[src/rtl/lprc_pkg.sv]
// Shared types and constants for the linear probing record cache.
// Used by the controller, the datapath, the top level and the port checker.
`timescale 1ns / 1ps

package lprc_pkg;

    localparam int HASH_W  = 64;
    localparam int VAL_W   = 64;
    localparam int KIND_W  = 8;
    localparam int STAT_W  = 3;
    localparam int S_DATA_W = 264;
    localparam int M_DATA_W = 16;

    localparam logic [STAT_W-1:0] ST_GET_MISS     = 3'd0;
    localparam logic [STAT_W-1:0] ST_GET_HIT      = 3'd1;
    localparam logic [STAT_W-1:0] ST_PUT_UPDATED  = 3'd2;
    localparam logic [STAT_W-1:0] ST_PUT_INSERTED = 3'd3;
    localparam logic [STAT_W-1:0] ST_PUT_FULL     = 3'd4;

    localparam logic OP_GET = 1'b0;
    localparam logic OP_PUT = 1'b1;

    typedef enum logic [2:0] {
        S_CLEAR,
        S_IDLE,
        S_MOD,
        S_SLOT,
        S_CHECK,
        S_REC,
        S_DONE
    } t_state;

    typedef struct packed {
        logic clear_step;
        logic load;
        logic mod_step;
        logic slot_rd;
        logic rec_rd;
        logic advance;
        logic mark_found;
        logic mark_empty;
        logic finish;
    } t_ctl_cmd;

    typedef struct packed {
        logic clear_last;
        logic mod_done;
        logic slot_empty;
        logic slot_live;
        logic rec_match;
        logic last_probe;
        logic out_busy;
    } t_ctl_sts;

endpackage

[src/rtl/lprc_ctrl.sv]
// Sequencer for the record cache: clear pass, hashing, probe loop, result.
// Depends on lprc_pkg.
`timescale 1ns / 1ps

module lprc_ctrl (
    input  logic              i_clk,
    input  logic              i_rst_n,
    input  logic              i_s_tvalid,
    output logic              o_s_tready,
    input  lprc_pkg::t_ctl_sts i_sts,
    output lprc_pkg::t_ctl_cmd o_cmd
);
    import lprc_pkg::*;

    t_state r_state;
    t_state n_state;

    always_ff @(posedge i_clk) begin
        if (!i_rst_n) begin
            r_state <= S_CLEAR;
        end else begin
            r_state <= n_state;
        end
    end

    always_comb begin
        n_state    = r_state;
        o_cmd      = '0;
        o_s_tready = 1'b0;
        case (r_state)
            S_CLEAR: begin
                o_cmd.clear_step = 1'b1;
                if (i_sts.clear_last) n_state = S_IDLE;
            end
            S_IDLE: begin
                o_s_tready = 1'b1;
                if (i_s_tvalid) begin
                    o_cmd.load = 1'b1;
                    n_state    = S_MOD;
                end
            end
            S_MOD: begin
                if (i_sts.mod_done) begin
                    n_state = S_SLOT;
                end else begin
                    o_cmd.mod_step = 1'b1;
                end
            end
            S_SLOT: begin
                o_cmd.slot_rd = 1'b1;
                n_state       = S_CHECK;
            end
            S_CHECK: begin
                if (i_sts.slot_empty) begin
                    o_cmd.mark_empty = 1'b1;
                    n_state          = S_DONE;
                end else if (i_sts.slot_live) begin
                    o_cmd.rec_rd = 1'b1;
                    n_state      = S_REC;
                end else begin
                    // stale slot: skip it like a non-matching record
                    o_cmd.advance = 1'b1;
                    n_state       = i_sts.last_probe ? S_DONE : S_SLOT;
                end
            end
            S_REC: begin
                if (i_sts.rec_match) begin
                    o_cmd.mark_found = 1'b1;
                    n_state          = S_DONE;
                end else begin
                    o_cmd.advance = 1'b1;
                    n_state       = i_sts.last_probe ? S_DONE : S_SLOT;
                end
            end
            S_DONE: begin
                // hold until the output register is free
                if (!i_sts.out_busy) begin
                    o_cmd.finish = 1'b1;
                    n_state      = S_IDLE;
                end
            end
            default: begin
                n_state = S_CLEAR;
            end
        endcase
    end

endmodule

[config.mk]
export PLATFORM = sky130hd
export DESIGN_NAME = lprc_ctrl
export DESIGN_NICKNAME = d
export VERILOG_FILES = /design/src/rtl/lprc_pkg.sv /design/src/rtl/lprc_ctrl.sv
export SDC_FILE = /design/constraint.sdc
export NUM_CORES = 1
export LEC_CHECK = 0
export BUFFER_PORTS_ARGS = -buffer_cell sky130_fd_sc_hd__buf_2
export CORE_AREA = 2 2 39 41
export DETAILED_ROUTE_END_ITERATION = 16
export DIE_AREA = 0 0 41 43
export GPL_TIMING_DRIVEN = 0
export PLACE_DENSITY = 0.55
export RECOVER_POWER = 25
export SLEW_MARGIN = 40
export SYNTH_ARGS = -nofsm -noshare
export SYNTH_HDL_FRONTEND = slang
export SYNTH_SLANG_ARGS = --single-unit
[constraint.sdc]
create_clock -name i_clk -period 1.3 [get_ports i_clk]
set_input_delay 0.26 -clock i_clk [delete_from_list [all_inputs] [get_ports i_clk]]
set_output_delay 0.26 -clock i_clk [all_outputs]
set_load 0.05 [all_outputs]
* After elaboration in Yosys (flattened, before gate mapping) *
Cells that the tools add are included.

word-level totals
  register bits after elaboration = 3
  output and inout port bits = 10
  memories kept = 0
  latch bits = 0
  RAM bits = 0
  memory bits (read-only) = 0

cells by class
  reductions and logical operators = 2
  multiplexer cells = 28
  multiply operators = 0
  bitwise operators = 0
  magnitude comparators = 0
  equal/unequal tests = 10
  add/sub/neg operators = 0
  div/mod/pow operators = 0
  shift-type cells = 0

operator list
  kind                  count
  $mux W3               8
  $pmux W3 S7           1
  $mux W1               17
  $eq A3 B3 Y1 const B  3
  $ne A2 B2 Y1 const B  4
  $eq A3 B2 Y1 const B  2
  $reduce_and A4 Y1     1
  $eq A3 B1 Y1 const B  1
  $logic_not A3 Y1      1
  $mux W2               1
  $pmux W1 S2           1

* Logic depth before layout (Yosys ltp) *
Gate-level depths: netlist (run 1).

  word-level depth = 4
  gate-level depth with buffers = 5

* Worst setup path after synthesis (run 1) *
No wires, ideal clock.

  path kind = register to output
  start = reg r_state[0]
  end = out o_cmd[6] (netlist name)
  data arrival time = 2.242 ns
  slack = -1.202 ns
  required time = 1.040 ns
  stages on the path, launching flop included = 4
  buffers on the path = 2
  path through = dfxtp_1 > buf_6 > buf_2 > nor4b_1

RTL lines
  what                    line             text
  start, declared         lprc_ctrl.sv:15  t_state r_state;
  start signal, assigned  lprc_ctrl.sv:22  r_state <= n_state;
  end, declared           lprc_ctrl.sv:11  output lprc_pkg::t_ctl_cmd o_cmd

==> results of run 1 <==
## metal layers
layer	GRT usage, %	part of all wire, %
met5	0	0
met4	9.33	3.5
met3	3.66	5.4
met2	21.9	50
met1	18.9	41
## synth_stat cells
| cell type | n | area (um2) |
|---|---|---|
| sky130_fd_sc_hd__nor2_1 | 6 | 22.5 |
| sky130_fd_sc_hd__nor4b_1 | 1 | 8.76 |
| sky130_fd_sc_hd__nand2_1 | 2 | 7.51 |
| sky130_fd_sc_hd__and2_1 | 1 | 6.26 |
| sky130_fd_sc_hd__nand2b_4 | 1 | 13.8 |
| sky130_fd_sc_hd__nand3b_1 | 2 | 15.0 |
| sky130_fd_sc_hd__buf_6 | 1 | 11.3 |
| sky130_fd_sc_hd__nor3_1 | 3 | 15.0 |
| sky130_fd_sc_hd__and3b_1 | 1 | 8.76 |
| sky130_fd_sc_hd__nor2_2 | 1 | 6.26 |
| sky130_fd_sc_hd__nand3_2 | 1 | 10.0 |
| sky130_fd_sc_hd__o22ai_1 | 2 | 12.5 |
| sky130_fd_sc_hd__o21ai_1 | 2 | 10.0 |
| sky130_fd_sc_hd__buf_4 | 1 | 7.51 |
| sky130_fd_sc_hd__or3_1 | 1 | 6.26 |
| sky130_fd_sc_hd__mux2i_1 | 1 | 10.0 |
| sky130_fd_sc_hd__a21boi_1 | 1 | 7.51 |
| sky130_fd_sc_hd__inv_1 | 1 | 3.75 |
| sky130_fd_sc_hd__and3_1 | 2 | 12.5 |
| sky130_fd_sc_hd__nor2b_1 | 2 | 12.5 |
| sky130_fd_sc_hd__nand2b_1 | 3 | 18.8 |
| sky130_fd_sc_hd__buf_2 | 2 | 10.0 |
| sky130_fd_sc_hd__a21oi_1 | 4 | 20.0 |
| sky130_fd_sc_hd__o211a_1 | 1 | 10.0 |
| sky130_fd_sc_hd__dfxtp_1 | 3 | 60.1 |
| sky130_fd_sc_hd__nor3b_1 | 1 | 7.51 |
| sky130_fd_sc_hd__o221ai_2 | 1 | 15.0 |
| sky130_fd_sc_hd__o22ai_2 | 1 | 12.5 |
## path summary, 6_finish.rpt
| path | slack (ns) | from | endpoint | cells after the start |
|---|---|---|---|---|
| max | -0.23 | r_state[0] | o_cmd[3] | 3 |
| min | 0.29 | i_rst_n | r_state[1] | 2 |
| max reg2reg | -0.03 | r_state[0] | r_state[2] | 6 |
| min reg2reg | 0.71 | r_state[1] | r_state[1] | 2 |
## critical path, stage by stage, from the launching register on
cell and delay (ns):
sky130_fd_sc_hd__dfxtp_2 0.35, sky130_fd_sc_hd__or3_4 0.40, sky130_fd_sc_hd__a21oi_4 0.13, sky130_fd_sc_hd__buf_6 0.17
## placed cells by master, fill, tap and decap left out, drive strengths merged, types with 3 or more instances in the layout
cell type / n
o22ai: 3
a21oi: 4
buf: 29
clkbuf: 4
nor3: 3
nand2b: 4
dfxtp: 3
nor2: 7
## kinds of logic after synthesis
group / count (synthesis) / share of synthesized area, %
AOI/OAI and AO/OA: 12 / 24.2
buffers and inverters: 5 / 9.00
DFF: 3 / 16.6
and+or+nand+nor: 28 / 47.4
muxes: 1 / 2.77
## per-stage QoR
| stage | area [um2] | power [mW] |
|---|---|---|
| final | 792 | 1.04 |
| after global routing | 792 | 1.09 |
| after CTS | 783 | 1.03 |
| after detailed placement | 557 | 0.655 |
| after global placement | 557 | 0.652 |
| after floorplan | 442 | 0.555 |
## power groups by stage
stage	logic, mW	registers [mW]	clock network [mW]
floorplan	0.429	0.127	0
global placement	0.521	0.131	0
detailed placement	0.524	0.131	0
CTS	0.719	0.135	0.177
global route	0.751	0.154	0.183
finish	0.717	0.154	0.173
## layout make-up
| cell class | count | share of cell area [%] |
|---|---|---|
| repair buffers | 27 | 33.0 |
| flip-flops and latches | 3 | 8.37 |
| well taps | 16 | 2.53 |
| inverters | 1 | 0.474 |
| plain buffers | 3 | 5.85 |
| multi-input cells | 41 | 46.4 |
| clock buffers | 4 | 3.32 |
## timing repair
item	in CTS	in global routing
cloned	1	0
gates resized for setup	37	4
buffers inserted	6	1
pin swaps	11	4
setup endpoints to repair	10	12
==> results_dict.tcl, run 1 <==
set metrics [dict create \
    status "complete, but fails checks" \
    violations "negative setup slack" \
    final.min_clock_period_ns 1.53 \
    clock_sinks 3 \
    number_of_clock_buffers_inserted_by_tritoncts 3 \
    timing.fmax_ghz 0.652 \
    cts_root_buffer "sky130_fd_sc_hd__clkbuf_4" \
    detail_route.vias_per_cell 5.19 \
    p_leak_nw 0.333 \
    buffer_ports.inserted 19 \
    globalRouteOverflowTotal 0 \
    utilization_pct 57.2 \
    placementRows 14 \
    pin_count_of_the_biggest_net_entering_global_routing 11 \
    dpl.hpwl_um 771 \
    gp_congestion 0.669 \
    core_area_mm2 0.00138 \
    antenna_violating_nets_post_route 0 \
    worstSetupEndpointType "output pin" \
    postRouteWirelength_um 1260 \
    post_drt_wl_per_cell_um 13.2 \
    post-route-drc-count 0 \
    yosys_register_bits 3 \
    min-delay-path-class "in -> reg" \
    worst_path_clk_slew_ns 0.04 \
    largest_register_ffs 3 \
    clock_tree.buffer_depth 2 \
    biggestRegsByFlops "r_state: 3 flops" \
    globalRouteTotalUtil_pct 15.0 \
    setup-tns-final_ns -1.50 \
    dieArea_mm2 0.00176 \
    areaGrowthSynthToFinish_pct 119 \
    relSlewSlack_pct 86.4 \
    yosysSeqAreaShare_pct 16.6 \
    netlist_area_um2 362 \
    cts_tree "built" \
    drt_iter0_markers 7 \
    rsz0062_at_grt "yes" \
    max_flop_register "r_state" \
    finalSetupViolCount 11 \
    grt_antenna_before_repair 0 \
    syn-num-nets 59 \
    ios 20 \
    layout.cells.non_filler 95 \
    critPathLaunchType "flop" \
    start_util_pct 26.1 \
    global_route_wire_length_before_repair_um 1790 \
    max_cap_viol_count 0 \
    synthesis.area_per_instance_um2 7.38 \
    synth.distinct_cells 28 \
    setup_slack_ns -0.234 \
    timing.clock.skew_ns 0.00638 \
    antenna-diode-count 0 \
    power.share.clock_pct 16.6 \
    drive_gt1_share_pct 67.1 \
    tightest_slew_ns 0.204 \
    place_worst_setup_slack_ns -0.179 \
    grt_pass1_vias 422 \
    timing.final.hold_violations 0 \
    p_per_area_mw_per_mm2 1320 \
    htreeDepth 1 \
    timing_max_transition_violations_final 0 \
    seqPwrFrac_pct 14.7 \
    cp_max_fo 6 \
    cts_hold_repair.buffers 0 \
    die_x_um 41 \
    setup.worst_path.class "reg -> out" \
    cell_internal_pwr_mw 0.583 \
    num_vias 493 \
    die_height_um 43 \
    synth_cells 49 \
    worst_skew_pair.late_latency_ns 0.24 \
    num-nets-final 90 \
    detail_route.first_pass.iterations 3 \
    combinationalPowerShare_pct 68.7 \
    final-seq-area_um2 66.3 \
    fillerInstances 129 \
    cp_data_arrival_time_ns 1.27 \
    fin_hold_ws_ns 0.292 \
    final.period_utilization_pct 118 \
    sw_frac_of_total_pct 44.1 \
    dpl.cell_count 84 \
    synth-warning-count 0 \
    critical_path_required_ns 1.04 \
    p_switching_mw 0.460 \
    irDropWorstVdd_v 0.000546 \
    multi_input_area_um2 368 \
]
(Power assumes the default switching activity.)
==> run 2, diff against run 1 <==
CORE_AREA = 5 5 42 44   (was 2 2 39 41)
DIE_AREA = 0 0 47 49   (was 0 0 41 43)
==> results_dict.tcl, run 2 (synthesized netlist as in run 1, its figures left out) <==
set metrics [dict create \
    status "complete, but fails checks" \
    violations "negative setup slack" \
    timing.clock.skew_ns 0.0103 \
    placedInstanceArea_um2 557 \
    biggestRegsByFlops "r_state: 3 flops" \
    cts_tree "built" \
    globalRouteOverflowTotal 0 \
    die_height_um 49 \
    num_vias 445 \
    post_drt_wl_per_cell_um 12.2 \
    cts_root_buffer "sky130_fd_sc_hd__clkbuf_4" \
    fin_total_pwr_mw 0.968 \
    design_area_um2 754 \
    largest_register_ffs 3 \
    p_leak_nw 0.313 \
    finalSetupViolCount 10 \
    reg2reg_to "r_state[2]" \
    min_delay_path_depth 2 \
    detail_route.first_pass.iterations 2 \
    final.period_utilization_pct 119 \
    tightest_slew_ns 0.206 \
    gp_congestion 0.758 \
    hold_path_end "r_state[1]" \
    final-seq-area_um2 68.8 \
    layout.cells.most_common_list "9 x sky130_fd_sc_hd__buf_2, 8 x sky130_fd_sc_hd__buf_6, 5 x sky130_fd_sc_hd__buf_8, 5 x sky130_fd_sc_hd__nor2_1, 4 x sky130_fd_sc_hd__buf_4" \
    critical_path_required_ns 1.04 \
    num-nets-final 87 \
    grt_antenna_before_repair 0 \
    start_util_pct 25.8 \
    rr_worst_depth 5 \
    largest_stage_delay_worst_path_ns 0.40 \
    die_x_um 47 \
    detail_route.vias_per_cell 4.84 \
    buffer_ports.inserted 19 \
    placementRows 14 \
    timing.final.hold_violations 0 \
    critical-path-slowest-cell "sky130_fd_sc_hd__or3_4" \
    relSlewSlack_pct 86.2 \
    dpl.hpwl_um 838 \
    clock_tree.buffer_depth 2 \
    areaGrowthSynthToFinish_pct 109 \
    mostFrequentLayoutCell "sky130_fd_sc_hd__buf_2" \
    globalRouteTotalUtil_pct 11.5 \
    cp_data_arrival_time_ns 1.28 \
    final.min_clock_period_ns 1.54 \
    setup_slack_ns -0.241 \
    timing_max_transition_violations_final 0 \
    drt_iter0_markers 2 \
    antenna-diode-count 0 \
    max_flop_register "r_state" \
    postRouteWirelength_um 1130 \
    ios 20 \
    antenna_violating_nets_post_route 0 \
    cp_max_fo 6 \
    irDropWorstVdd_v 0.000718 \
    critPathLaunchType "flop" \
    crit_buf_inv 1 \
    p_per_area_mw_per_mm2 1280 \
    min-delay-path-class "in -> reg" \
    core_area_mm2 0.00140 \
    dieArea_mm2 0.00230 \
    htreeDepth 1 \
    timing.fmax_ghz 0.649 \
    max_cap_viol_count 0 \
    fillerInstances 142 \
    worst_hold_startpoint "i_rst_n" \
    global_route_wire_length_before_repair_um 1990 \
    rsz0062_at_grt "yes" \
    critPathTopFamily "simple AND/OR/NAND/NOR gates" \
    grt_pass1_vias 449 \
    multi_input_area_um2 363 \
    worstSetupEndpointType "output pin" \
    rrSetupSlack_ns 0.12 \
    worst_r2r_start "r_state[0]" \
    number_of_clock_buffers_inserted_by_tritoncts 3 \
    drive_gt1_share_pct 65.8 \
    series_of_cell_instances_along_the_critical_path "or3_4, a21oi_4, buf_6" \
    worst_path_clk_slew_ns 0.04 \
    pin_count_of_the_biggest_net_entering_global_routing 11 \
    worst_skew_pair.late_latency_ns 0.24 \
    setup.worst_path.class "reg -> out" \
    clock_sinks 3 \
    post-route-drc-count 0 \
]
==> run 2: cell count changes in the layout (fill, tap and decap cells not counted), sizes merged <==
cell / change
buf: -3
==> run 2: power by group <==
group / total [mW] / internal [mW] / switching, mW
clock network: 0.168 / 0.115 / 0.0527
registers: 0.156 / 0.116 / 0.0393
logic: 0.645 / 0.305 / 0.340
total: 0.968 / 0.537 / 0.432
==> run 2: worst reg2reg max path: stages, from the launching register on <==
cell                       delay, ns
sky130_fd_sc_hd__dfxtp_2        0.35
sky130_fd_sc_hd__buf_4          0.14
sky130_fd_sc_hd__nand2b_4       0.16
sky130_fd_sc_hd__o221ai_2       0.19
sky130_fd_sc_hd__nand3_2        0.11
sky130_fd_sc_hd__o22ai_2        0.16
==> run 2: cell type report <==
cell class | instances | area share [%]
flip-flops and latches | 3 | 9.12
clock buffers | 4 | 3.48
plain buffers | 3 | 5.47
inverters | 1 | 0.498
repair buffers | 24 | 30.7
multi-input cells | 41 | 48.1
well taps | 16 | 2.65
==> run 2: worst max path at each step <==
stage	startpoint	slack [ns]	endpoint	cells past startpoint
detailed placement	r_state[0]	-0.19	o_cmd[3]	4
CTS	r_state[0]	-0.34	o_cmd[3]	4
global route	r_state[0]	-0.29	o_cmd[3]	3
global placement	r_state[1]	-0.20	o_cmd[0]	4
floorplan	r_state[1]	-0.16	o_cmd[6]	2
finish	r_state[0]	-0.24	o_cmd[3]	3
==> run 2: per-stage QoR <==
stage / utilization, % / hold slack [ns] / TNS (ns) / worst slack, ns / cells
after floorplan: - / 0.393 / -0.333 / -0.158 / 49
after global placement: 39.7 / 0.561 / -0.680 / -0.196 / 84
after detailed placement: 39.7 / 0.553 / -0.685 / -0.195 / 84
after CTS: 53.5 / 0.301 / -1.91 / -0.336 / 92
after global routing: 53.8 / 0.308 / -1.91 / -0.286 / 92
final: 53.8 / 0.308 / -1.40 / -0.241 / 92
==> run 2: routing by layer <==
metal  global-route usage (%)  part of all wire (%)  vias up
met3                     3.69                   5.3        0
met5                        0                     0        -
met4                     2.76                     0        0
met2                     17.4                    51       14
met1                     15.5                    44      200
li1                         -                     -      231
==> run 2: what timing repair did <==
item,CTS,global route
pin swaps,7,3
hold buffers,0,0
setup buffers,3,1
gates cloned,1,0
resized for setup,35,3
endpoints found under the setup margin,10,12
==> run 3, diff against run 2 <==
clock period = 2 ns   (was 1.3 ns; I/O delays follow)
==> results_dict.tcl, run 3 (synthesized netlist as in run 1, its figures left out) <==
set metrics [dict create \
    fin_total_pwr_mw 0.493 \
    fin_hold_ws_ns 0.457 \
    timing.fmax_ghz 0.545 \
    placementRows 14 \
    detail_route.vias_per_cell 4.83 \
    utilization_pct 37.0 \
    final.period_utilization_pct 91.7 \
    number_of_clock_buffers_inserted_by_tritoncts 3 \
    relSlewSlack_pct 83.4 \
    rsz0062_at_grt "no" \
    post_cts_resize_count 0 \
    globalRouteTotalUtil_pct 9.98 \
    max_flop_register "r_state" \
    die_height_um 49 \
    mostFrequentLayoutCell "sky130_fd_sc_hd__buf_2" \
    design_area_um2 518 \
    critical-path-slowest-cell "sky130_fd_sc_hd__or3_1" \
    ios 20 \
    cts_tree "built" \
    antenna-diode-count 0 \
    start_util_pct 25.8 \
    gp_congestion 0.797 \
    irDropWorstVdd_v 0.000446 \
    timing.final.hold_violations 0 \
    biggestRegsByFlops "r_state: 3 flops" \
    post_drt_wl_per_cell_um 11.5 \
    largest_register_ffs 3 \
    htreeDepth 1 \
    timing.clock.skew_ns 0.00841 \
    grt_antenna_before_repair 0 \
    p_per_area_mw_per_mm2 952 \
    detail_route.first_pass.iterations 2 \
    post-route-drc-count 0 \
    dieArea_mm2 0.00230 \
    p_leak_nw 0.258 \
    cts_root_buffer "sky130_fd_sc_hd__clkbuf_4" \
    clock_tree.buffer_depth 2 \
    die_x_um 47 \
    setup.worst_path.class "reg -> out" \
    final.min_clock_period_ns 1.83 \
    globalRouteOverflowTotal 0 \
    tightest_slew_ns 0.250 \
    final-seq-area_um2 60.1 \
    series_of_cell_instances_along_the_critical_path "buf_6, or3_1, a21oi_1, buf_2" \
    drive_gt1_share_pct 47.2 \
    grt_pass1_vias 377 \
    drt_iter0_markers 3 \
    place_worst_setup_slack_ns 0.345 \
    antenna_violating_nets_post_route 0 \
    areaGrowthSynthToFinish_pct 43.3 \
    pin_count_of_the_biggest_net_entering_global_routing 11 \
    max_cap_viol_count 0 \
    core_area_mm2 0.00140 \
    worst_path_clk_slew_ns 0.04 \
    post_cts.repair.setup_buffers 0 \
    multi_input_area_um2 284 \
    setup-tns-final_ns 0 \
    critical_path_required_ns 1.60 \
    num_vias 425 \
    dpl.hpwl_um 781 \
    setup_slack_ns 0.167 \
    fillerInstances 161 \
    clock_sinks 3 \
    cts_hold_repair.buffers 0 \
    buffer_ports.inserted 19 \
    global_route_wire_length_before_repair_um 1650 \
    timing_max_transition_violations_final 0 \
    worst_skew_pair.late_latency_ns 0.24 \
    min-delay-path-class "in -> reg" \
    finalSetupViolCount 0 \
    num-nets-final 83 \
    worstSetupEndpointType "output pin" \
    status "complete, no violations" \
    cp_data_arrival_time_ns 1.43 \
    layout.cells.most_common_list "21 x sky130_fd_sc_hd__buf_2, 6 x sky130_fd_sc_hd__nor2_1, 4 x sky130_fd_sc_hd__a21oi_1" \
    postRouteWirelength_um 1010 \
    layout.cells.non_filler 88 \
    largest_stage_delay_worst_path_ns 0.37 \
    placedInstanceArea_um2 498 \
    critPathLaunchType "flop" \
    dpl.cell_count 84 \
    cp_max_fo 9 \
]
-- run 3: worst paths after layout --
check / startpoint / endpoint / slack [ns] / cells after the start
setup / recovery: r_state[0] / o_cmd[3] / 0.17 / 4
hold / removal: i_rst_n / r_state[1] / 0.46 / 2
setup reg to reg: r_state[0] / r_state[0] / 0.83 / 5
hold reg to reg: r_state[1] / r_state[2] / 0.77 / 3
-- run 3: per-layer routing --
layer  vias up  share of wire, %  routed length [um]  track usage, %
li1        222                 -                   -               -
met1       182                49                 494            14.6
met2        19                38                 383            11.5
met3         2                11                 112            2.21
met4         0               2.3                  23            8.29
met5         -                 0                   0               0
-- run 3: area by class of cell --
cell class / count / share of cell area (%)
timing repair buffer: 19 / 18.4
inverter: 1 / 0.725
sequential: 3 / 11.6
tap: 16 / 3.86
buffer: 4 / 5.56
clock buffer: 4 / 5.07
multi-input combinational: 41 / 54.8
-- run 3: critical path, delay by kind of cell (launching register included) --
kind / cells / cell delay, ns
and+or+nand+nor: 1 / 0.37
AOI/OAI and AO/OA: 1 / 0.14
buffers and inverters: 2 / 0.40
DFF: 1 / 0.29
-- run 3: power breakdown --
group | leakage (nW) | internal, mW | total, mW | switching (mW)
combinational | 0.219 | 0.104 | 0.299 | 0.196
sequential | 0.0246 | 0.0723 | 0.0829 | 0.0106
clock | 0.0150 | 0.0751 | 0.111 | 0.0359
total | 0.258 | 0.251 | 0.493 | 0.242
